**src/sv/wormhole_output_stage_arbiter_macros.svh**
```systemverilog
// ----------------------------------------------------------------------------
// Wormhole output stage arbiter assertion macros
// Concurrent assertion shorthands clocked on i_clk, disabled in reset.
// ----------------------------------------------------------------------------
`ifndef WORMHOLE_OUTPUT_STAGE_ARBITER_MACROS_SVH
`define WORMHOLE_OUTPUT_STAGE_ARBITER_MACROS_SVH

// same-cycle implication
`define WOSA_ASSERT_NOW(lbl, ante, cons, msg) \
    lbl: assert property (@(posedge i_clk) disable iff (!i_rst_n) (ante) |-> (cons)) \
        else $error(msg);

// next-cycle implication
`define WOSA_ASSERT_NEXT(lbl, ante, cons, msg) \
    lbl: assert property (@(posedge i_clk) disable iff (!i_rst_n) (ante) |=> (cons)) \
        else $error(msg);

`endif

```
**src/sv/wosa_pkg.sv**
```systemverilog
// ----------------------------------------------------------------------------
// Wormhole output stage arbiter package
// Transaction types, field codes and default sizes shared by the block.
// ----------------------------------------------------------------------------
package wosa_pkg;

    localparam int NUM_INPUTS_DEF  = 4;
    localparam int QUEUE_DEPTH_DEF = 16;
    localparam int DATA_WIDTH_DEF  = 32;

    localparam logic       ACT_ARRIVAL = 1'b0;
    localparam logic       ACT_TICK    = 1'b1;

    localparam int         KIND_HEAD_BIT = 0;
    localparam int         KIND_TAIL_BIT = 1;

    localparam logic [0:0] CFG_PACKET_LENGTH   = 1'b0;
    localparam logic [0:0] CFG_LOCAL_DIRECTION = 1'b1;

    localparam logic [3:0] PKT_LEN_RST = 4'd4;
    localparam logic [4:0] HDR_MAX     = 5'd31;

    typedef struct packed {
        logic        action;
        logic [1:0]  port;
        logic [1:0]  flit_kind;
        logic [31:0] flit_data;
        logic        downstream_stop;
    } t_in;

    typedef struct packed {
        logic        out_valid;
        logic [1:0]  out_port;
        logic [1:0]  out_kind;
        logic [31:0] out_data;
        logic [3:0]  stop_mask;
        logic        port_can_accept_packet;
        logic        overflow;
    } t_out;

    typedef struct packed {
        logic push;
        logic pop;
    } t_fifo_ctl;

endpackage

```
**src/sv/wosa_fifo.sv**
```systemverilog
// ----------------------------------------------------------------------------
// Wormhole output stage flit queue
// One port's flit FIFO with a registered head entry read ahead of the pop.
// ----------------------------------------------------------------------------
module wosa_fifo
    import wosa_pkg::*;
#(
    parameter int DEPTH      = QUEUE_DEPTH_DEF,
    parameter int DATA_WIDTH = DATA_WIDTH_DEF,
    localparam int AW = $clog2(DEPTH),
    localparam int CW = $clog2(DEPTH + 1),
    localparam int EW = DATA_WIDTH + 2
) (
    input  logic          i_clk,
    input  logic          i_rst_n,
    input  t_fifo_ctl     i_ctl,
    input  logic [EW-1:0] i_wr_entry,
    output logic [EW-1:0] o_head,
    output logic [CW-1:0] o_count
);

    logic [EW-1:0] r_mem [DEPTH];
    logic [AW-1:0] r_rd_ptr, n_rd_ptr;
    logic [AW-1:0] r_wr_ptr, n_wr_ptr;
    logic [CW-1:0] r_count, n_count;
    logic [EW-1:0] r_head;
    logic          do_push, do_pop;

    assign do_push = i_ctl.push && (r_count != CW'(DEPTH));
    assign do_pop  = i_ctl.pop && (r_count != '0);

    always_comb begin
        n_rd_ptr = r_rd_ptr;
        n_wr_ptr = r_wr_ptr;
        n_count  = r_count;
        if (do_pop) begin
            n_rd_ptr = (r_rd_ptr == AW'(DEPTH - 1)) ? '0 : r_rd_ptr + AW'(1);
        end
        if (do_push) begin
            n_wr_ptr = (r_wr_ptr == AW'(DEPTH - 1)) ? '0 : r_wr_ptr + AW'(1);
        end
        if (do_push && !do_pop) begin
            n_count = r_count + CW'(1);
        end else if (do_pop && !do_push) begin
            n_count = r_count - CW'(1);
        end
    end

    always_ff @(posedge i_clk) begin
        if (!i_rst_n) begin
            r_rd_ptr <= '0;
            r_wr_ptr <= '0;
            r_count  <= '0;
        end else begin
            r_rd_ptr <= n_rd_ptr;
            r_wr_ptr <= n_wr_ptr;
            r_count  <= n_count;
        end
    end

    always_ff @(posedge i_clk) begin
        if (do_push) begin
            r_mem[r_wr_ptr] <= i_wr_entry;
        end
    end

    // forward a write that lands on the next head slot
    always_ff @(posedge i_clk) begin
        if (do_push && (r_wr_ptr == n_rd_ptr)) begin
            r_head <= i_wr_entry;
        end else begin
            r_head <= r_mem[n_rd_ptr];
        end
    end

    assign o_head  = r_head;
    assign o_count = r_count;

endmodule

```
**src/sv/wosa_rr_pick.sv**
```systemverilog
// ----------------------------------------------------------------------------
// Wormhole output stage round-robin pick
// Finds the first requesting port after the last one served.
// ----------------------------------------------------------------------------
module wosa_rr_pick
    import wosa_pkg::*;
#(
    parameter int NUM_INPUTS = NUM_INPUTS_DEF,
    localparam int PW = $clog2(NUM_INPUTS)
) (
    input  logic [PW-1:0]         i_last,
    input  logic [NUM_INPUTS-1:0] i_req,
    output logic                  o_found,
    output logic [PW-1:0]         o_idx
);

    int idx;

    always_comb begin
        o_found = 1'b0;
        o_idx   = '0;
        idx     = 0;
        for (int i = NUM_INPUTS - 1; i >= 0; i--) begin
            idx = int'(i_last) + 1 + i;
            if (idx >= NUM_INPUTS) begin
                idx = idx - NUM_INPUTS;
            end
            if (i_req[idx]) begin
                o_found = 1'b1;
                o_idx   = PW'(idx);
            end
        end
    end

endmodule

```
**src/sv/wormhole_output_stage_arbiter.sv**
```systemverilog
// ----------------------------------------------------------------------------
// Wormhole output stage arbiter
// Per-port flit queues feeding one output link with packet hold and
// round-robin selection; stop mask and header tracking per input port.
// ----------------------------------------------------------------------------
// Channel | Direction | Handshake              | Payload
// in      | input     | i_in_valid / o_in_stall | i_in_data  (t_in)
// out     | output    | o_out_valid/ i_out_stall| o_out_data (t_out)
// cfg     | input     | i_cfg_we               | i_cfg_idx, i_cfg_data
//
// One transaction per cycle sustained while i_out_stall is low; a transaction
// is taken into the input register, then its result into the result register.
// The queue head registers are read ahead, so the decision is combinational.
// Synchronous active-low reset empties all queues and clears the hold state.
// A stalled result holds; the input register still takes one more transaction.
// ----------------------------------------------------------------------------
module wormhole_output_stage_arbiter
    import wosa_pkg::*;
#(
    parameter int NUM_INPUTS  = NUM_INPUTS_DEF,
    parameter int QUEUE_DEPTH = QUEUE_DEPTH_DEF,
    parameter int DATA_WIDTH  = DATA_WIDTH_DEF
) (
    input  logic       i_clk,
    input  logic       i_rst_n,
    input  logic       i_in_valid,
    output logic       o_in_stall,
    input  t_in        i_in_data,
    output logic       o_out_valid,
    input  logic       i_out_stall,
    output t_out       o_out_data,
    input  logic       i_cfg_we,
    input  logic [0:0] i_cfg_idx,
    input  logic [3:0] i_cfg_data
);

`include "wormhole_output_stage_arbiter_macros.svh"

    localparam int PW = $clog2(NUM_INPUTS);
    localparam int CW = $clog2(QUEUE_DEPTH + 1);
    localparam int EW = DATA_WIDTH + 2;
    localparam int MASK_PORTS = (NUM_INPUTS < 4) ? NUM_INPUTS : 4;

    logic                  r_in_valid;
    t_in                   r_in;
    logic                  r_out_valid;
    t_out                  r_out, n_out;
    logic [3:0]            r_pkt_len;
    logic                  r_local;
    logic [4:0]            r_hdr [NUM_INPUTS];
    logic [4:0]            n_hdr [NUM_INPUTS];
    logic [PW-1:0]         r_last, n_last;
    logic                  r_in_packet, n_in_packet;
    logic [3:0]            r_stop, n_stop;

    logic                  adv;
    logic [NUM_INPUTS-1:0] push, pop, nonempty;
    t_fifo_ctl             ctl [NUM_INPUTS];
    logic [EW-1:0]         head [NUM_INPUTS];
    logic [CW-1:0]         cnt [NUM_INPUTS];
    logic [CW-1:0]         cnt_after [NUM_INPUTS];
    logic [EW-1:0]         wr_entry;
    logic [PW-1:0]         pidx, src, rr_idx;
    logic                  in_range, rr_found, sent, ovf;

    assign adv        = r_in_valid && (!r_out_valid || !i_out_stall);
    assign o_in_stall = r_in_valid && !adv;
    assign wr_entry   = {DATA_WIDTH'(r_in.flit_data), r_in.flit_kind};
    assign pidx       = PW'(r_in.port);
    assign in_range   = int'(r_in.port) < NUM_INPUTS;

    for (genvar g = 0; g < NUM_INPUTS; g++) begin : g_port
        assign ctl[g].push = push[g] && adv;
        assign ctl[g].pop  = pop[g] && adv;
        assign nonempty[g] = cnt[g] != '0;
        assign cnt_after[g] = cnt[g] - CW'(pop[g]);

        wosa_fifo #(
            .DEPTH      (QUEUE_DEPTH),
            .DATA_WIDTH (DATA_WIDTH)
        ) u_fifo (
            .i_clk      (i_clk),
            .i_rst_n    (i_rst_n),
            .i_ctl      (ctl[g]),
            .i_wr_entry (wr_entry),
            .o_head     (head[g]),
            .o_count    (cnt[g])
        );
    end

    wosa_rr_pick #(
        .NUM_INPUTS (NUM_INPUTS)
    ) u_rr_pick (
        .i_last  (r_last),
        .i_req   (nonempty),
        .o_found (rr_found),
        .o_idx   (rr_idx)
    );

    always_comb begin
        push        = '0;
        pop         = '0;
        n_hdr       = r_hdr;
        n_last      = r_last;
        n_in_packet = r_in_packet;
        n_stop      = r_stop;
        sent        = 1'b0;
        src         = '0;
        ovf         = 1'b0;
        if (r_in.action == ACT_ARRIVAL) begin
            if (in_range) begin
                if (cnt[pidx] == CW'(QUEUE_DEPTH)) begin
                    ovf = 1'b1;
                end else begin
                    push[pidx] = 1'b1;
                    if (r_in.flit_kind[KIND_HEAD_BIT] && (r_hdr[pidx] != HDR_MAX)) begin
                        n_hdr[pidx] = r_hdr[pidx] + 5'd1;
                    end
                end
            end
        end else begin
            if (r_in_packet) begin
                if (nonempty[r_last]) begin
                    sent        = 1'b1;
                    src         = r_last;
                    n_in_packet = !head[r_last][KIND_TAIL_BIT];
                end
            end else if (!r_in.downstream_stop && rr_found) begin
                sent        = 1'b1;
                src         = rr_idx;
                n_last      = rr_idx;
                n_in_packet = !head[rr_idx][KIND_TAIL_BIT];
            end
            if (sent) begin
                pop[src] = 1'b1;
                if (head[src][KIND_HEAD_BIT] && (r_hdr[src] != '0)) begin
                    n_hdr[src] = r_hdr[src] - 5'd1;
                end
            end
            n_stop = '0;
            for (int p = 0; p < MASK_PORTS; p++) begin
                n_stop[p] = (QUEUE_DEPTH - int'(cnt_after[p])) <= (int'(r_pkt_len) + 1);
            end
        end
    end

    always_comb begin
        n_out           = '0;
        n_out.out_valid = sent;
        if (sent) begin
            n_out.out_port = 2'(src);
            n_out.out_kind = head[src][1:0];
            n_out.out_data = 32'(head[src][EW-1:2]);
        end
        n_out.stop_mask              = n_stop;
        n_out.port_can_accept_packet = r_local || !in_range || (n_hdr[pidx] == '0);
        n_out.overflow               = ovf;
    end

    always_ff @(posedge i_clk) begin
        if (!i_rst_n) begin
            r_in_valid  <= 1'b0;
            r_out_valid <= 1'b0;
            r_pkt_len   <= PKT_LEN_RST;
            r_local     <= 1'b0;
            r_last      <= '0;
            r_in_packet <= 1'b0;
            r_stop      <= '0;
            for (int p = 0; p < NUM_INPUTS; p++) begin
                r_hdr[p] <= '0;
            end
        end else begin
            if (i_in_valid && !o_in_stall) begin
                r_in_valid <= 1'b1;
            end else if (adv) begin
                r_in_valid <= 1'b0;
            end
            if (adv) begin
                r_out_valid <= 1'b1;
                r_last      <= n_last;
                r_in_packet <= n_in_packet;
                r_stop      <= n_stop;
                r_hdr       <= n_hdr;
            end else if (!i_out_stall) begin
                r_out_valid <= 1'b0;
            end
            if (i_cfg_we) begin
                case (i_cfg_idx)
                    CFG_PACKET_LENGTH:   r_pkt_len <= i_cfg_data;
                    CFG_LOCAL_DIRECTION: r_local   <= i_cfg_data[0];
                    default: ;
                endcase
            end
        end
    end

    always_ff @(posedge i_clk) begin
        if (i_in_valid && !o_in_stall) begin
            r_in <= i_in_data;
        end
        if (adv) begin
            r_out <= n_out;
        end
    end

    assign o_out_valid = r_out_valid;
    assign o_out_data  = r_out;

    `WOSA_ASSERT_NOW(a_single_pop, 1'b1, $onehot0(pop), "more than one queue popped")
    `WOSA_ASSERT_NOW(a_no_push_and_pop, 1'b1, !((|push) && (|pop)), "push and pop together")
    `WOSA_ASSERT_NEXT(a_result_follows, adv, o_out_valid, "processed transaction lost")
    `WOSA_ASSERT_NEXT(a_hold_stable, !(adv && (r_in.action == ACT_TICK)),
        $stable(r_in_packet) && $stable(r_last), "packet hold changed without a tick")

endmodule
```
**config.mk**
```make
export PLATFORM = sky130hd
export DESIGN_NAME = wormhole_output_stage_arbiter
export DESIGN_NICKNAME = d
export VERILOG_FILES = /design/src/sv/wosa_pkg.sv /design/src/sv/wosa_fifo.sv /design/src/sv/wosa_rr_pick.sv /design/src/sv/wormhole_output_stage_arbiter.sv
export VERILOG_INCLUDE_DIRS = /design/src /design/src/sv
export SDC_FILE = /design/constraint.sdc
export NUM_CORES = 2
export LEC_CHECK = 0
export BUFFER_PORTS_ARGS = -buffer_cell sky130_fd_sc_hd__buf_4
export CAP_MARGIN = 25
export CORE_ASPECT_RATIO = 1.4
export CORE_UTILIZATION = 35
export CTS_CLUSTER_DIAMETER = 40
export DETAILED_ROUTE_END_ITERATION = 10
export PLACE_DENSITY = 0.53
export SLEW_MARGIN = 20
export SYNTH_ARGS = -nofsm -noshare
export SYNTH_HDL_FRONTEND = slang
export SYNTH_SLANG_ARGS = --single-unit
```
**constraint.sdc**
```tcl
create_clock -name i_clk -period 5.4 [get_ports i_clk]
set_input_delay 0.27 -clock i_clk [delete_from_list [all_inputs] [get_ports i_clk]]
set_output_delay 0.27 -clock i_clk [all_outputs]
set_load 0.05 [all_outputs]
```
==> impl_metrics.tcl <==
set metrics [dict create \
    worst-r2r-cell-count 18 \
    sequentialPowerShare 0.534 \
    vdd_ir_drop_max_mv 0.272 \
    leakagePower_nw 33.1 \
    cts_inserted_buffers 249 \
    primary_ff_master_synth "edfxtp_1" \
    crit_path_max_cell_delay_ns 0.63 \
    nNetsFinal 4744 \
    initial_cell_density_of_the_core 0.352 \
    gpl.final_weighted_congestion 0.864 \
    final_period_minus_worst_setup_slack_ns 4.82 \
    finish.utilization 0.408 \
    p_int_mw 29.6 \
    final_min_period_over_clock_period 0.892 \
    grt_pass1_wl_um 353000 \
    cts-htree-levels 4 \
    synth-warning-count 0 \
    maxSlewHeadroom 0.303 \
    comb_power_share 0.031 \
    critical_path.endpoint_type "flip-flop" \
    tns_ns 0 \
    n_fill_cell 23001 \
    clkPwrFrac 0.435 \
    flow.area_growth_from_synthesis_pct 15.8 \
    clk_root_buffer_cell "clkbuf_16" \
    drc_violation_count_after_routing 28 \
    violations "design-rule violations" \
    worst_skew_pair.late_latency_ns 0.90 \
    grt_max_degree 103 \
    cap_violations 0 \
    dr.pass1.iters 10 \
    net_switching_share_of_the_total_power 0.215 \
    worst_path_most_repeated_cell "ha_1" \
    power-per-cell-area_nw_per_um2 351 \
    drive_gt1_frac 0.299 \
    cts_setup_buffers 0 \
    tritoncts "built" \
    die-area_um2 267000 \
    placement.cell_area_um2 99300 \
    drt-vias-per-instance 5.41 \
    syn-mean-instance-area_um2 21.7 \
    worst_pin_slew_ns 1.04 \
    finalHoldViolCount 0 \
    clk_path_buf_depth 4 \
    detailroute.via_count 44882 \
    routed_wirelength_um 248000 \
    total_power_mw 37.7 \
    critPathRequiredTime_ns 6.02 \
    power.net_switching_mw 8.12 \
    floorplan.core_area_um2 264000 \
    final_std_cells_w_o_fill 8301 \
    hold_path_depth 2 \
    place.port_buffers 92 \
    seq_area_frac_synth 0.752 \
    postLayoutSetupSlackWorst_ns 0.582 \
    place_ws_ns 0.697 \
    worst_clock_skew_ns 0.0674 \
    row_count 223 \
    rsz0062_at_grt "no" \
    asyncSetResetFlopFracSynth 0 \
    critical_path_cell_by_cell "or4_4 -> nor4_4 -> a31oi_1 -> o21ai_1 -> nand2_1 -> nand2_4 -> nor2_1 -> ha_1 -> ha_1 -> ha_1 -> ha_1 -> nor2b_1 -> o21a_1 -> o21ai_0 -> nand2b_1 -> a21oi_1 -> a2111oi_0 -> nor2_1" \
    clk_transition_reported_paths_ns 0.06 \
    finalMaxSlewViolations 0 \
    antenna_found_initial 14 \
    wire_per_inst_um 29.9 \
    crit_type "reg2reg" \
    postLayoutCellArea_um2 108000 \
    antenna_violating_nets_post_route 0 \
    drt_iter0_markers 4769 \
    timing.critical_path.from_type "flip-flop" \
    dp.cells 7803 \
    cts_sinks 2359 \
    grt_overflow_total 0 \
    worst-endpoint-arrival_ns 5.44 \
    post_synth_inst_count 4275 \
    crit_path_top_delay_cell "or4_4" \
    number_of_distinct_library_cell_variants_in_the_gate_level_netlist_after_synthesis 89 \
    chipHeight_um 611 \
    floorplan.die.width_um 437 \
    synth_edf_count 2257 \
    first_global_vias 46707 \
    status "complete, but fails checks" \
    ys_ff_latch 2359 \
    hpwl_detailed_um 145000 \
    class_of_the_most_critical_hold_timing_path "in2reg" \
    finalSetupViolCount 0 \
    hold-worst-slack_ns 0.102 \
    pin_count 93 \
    worstPathMaxFanout 8 \
    mappedNetlistArea_um2 92800 \
    resized_after_cts 0 \
    synth_fp_nets 4399 \
    grt.total_usage 0.185 \
    highest_attainable_clock_frequency_ghz 0.208 \
]
==> power groups by stage <==
stage / Sequential, mW / Combinational, mW / Clock [mW]
after global routing: 20.2 / 1.24 / 17.4
after CTS: 20.2 / 1.17 / 16.7
after floorplan: 20.7 / 0.479 / 0
after global placement: 20.6 / 1.11 / 0
after detailed placement: 20.5 / 1.14 / 0
final: 20.2 / 1.16 / 16.4
==> worst max-delay path: cells and delay by family, from the launching register on <==
kind | cells | cell delay [ns]
and+or+nand+nor | 8 | 1.82
AOI/OAI and AO/OA | 6 | 1.26
adders and majority gates | 4 | 1.09
DFF | 1 | 0.37
==> final cells by class <==
type	instances	area, um^2	share of cell area
timing repair buffer	314	3020	0.0281
multi-input combinational	1649	22400	0.208
sequential	2359	69900	0.650
clock buffer	297	6480	0.0603
clock inverter	146	1240	0.0115
antenna	2	5.00	0.0000465
inverter	47	178	0.00165
tap	3487	4360	0.0406
==> Yosys cell counts, types with 14 or more instances <==
| library cell | number | area [um^2] |
|---|---|---|
| o21ai_0 | 53 | 265 |
| nand2_1 | 181 | 679 |
| xnor2_1 | 37 | 324 |
| inv_1 | 44 | 165 |
| clkbuf_1 | 143 | 537 |
| nor3_1 | 33 | 165 |
| and3_1 | 39 | 244 |
| nor2_1 | 120 | 450 |
| a21oi_1 | 45 | 225 |
| and2_1 | 44 | 275 |
| buf_1 | 56 | 210 |
| edfxtp_1 | 2257 | 67800 |
| nand3_1 | 15 | 75.1 |
| dfxtp_1 | 102 | 2040 |
| mux2i_1 | 62 | 621 |
| mux4_2 | 684 | 15400 |
| xor2_1 | 22 | 193 |
| nand2b_1 | 14 | 87.6 |
| a211oi_1 | 41 | 308 |
| ha_1 | 72 | 901 |
| nor2b_1 | 25 | 156 |
==> repair_timing <==
item / CTS / global route
hold buffers: 53 / 0
endpoints found under the hold margin: 53 / 0
setup endpoints to repair: 0 / 0
==> cell families (layout without fill, tap and decap cells) <==
logic type               after synthesis  in the layout  share of synthesized area
adder cells (fa/ha/maj)               76             76                     0.0106
multiplexers                         760            760                      0.175
AND/OR/NAND/NOR                      518            518                     0.0273
XOR/XNOR                              60             60                    0.00574
buffers and inverters                267            804                     0.0121
flip-flops                          2359           2359                      0.752
other                                  0              2                          0
AO/OA/AOI/OAI                        235            235                     0.0178
==> routing by layer <==
layer	up-vias	wire length, um	GRT usage	part of all wire
met4	2	5760	0.0464	0.023
met1	24626	98800	0.236	0.40
met3	345	12600	0.0242	0.051
met2	1338	131000	0.330	0.53
met5	-	13	0	0.000052
li1	18571	-	-	-
==> registers in the layout, summed over array words and instances, names as in the netlist, 4 cells and up, named ones only <==
signal and flops:
g_port.u_fifo.o_count 20, g_port.u_fifo.r_mem 2176, g_port.u_fifo.r_rd_ptr 16, g_port.u_fifo.r_wr_ptr 16
o_out_data 43, r_hdr 20, r_in 36, r_pkt_len 4
r_stop 4
==> cells in the final DEF, fill, tap and decap left out, drive strengths merged, types with 39 or more instances in the layout <==
cell type / count
edfxtp: 2257
mux4: 684
clkbuf: 297
buf: 261
nand2: 181
nor2: 121
dfxtp: 102
clkinv: 96
ha: 72
inv: 69
mux2i: 63
o21ai: 56
dlygate4sd3: 53
a21oi: 47
and2: 44
a211oi: 41
and3: 39
==> worst paths after layout <==
check / from / end / slack, ns
worst max-delay path: g_port[1].u_fifo.o_count[0] / o_out_data[3] / 0.58
worst min-delay path: i_in_data[25] / r_in[25] / 0.10
worst max register to register: g_port[1].u_fifo.o_count[0] / o_out_data[3] / 0.58
worst min register to register: g_port[2].u_fifo.r_rd_ptr[1] / flip-flop / 0.51
(Power assumes the default switching activity.)
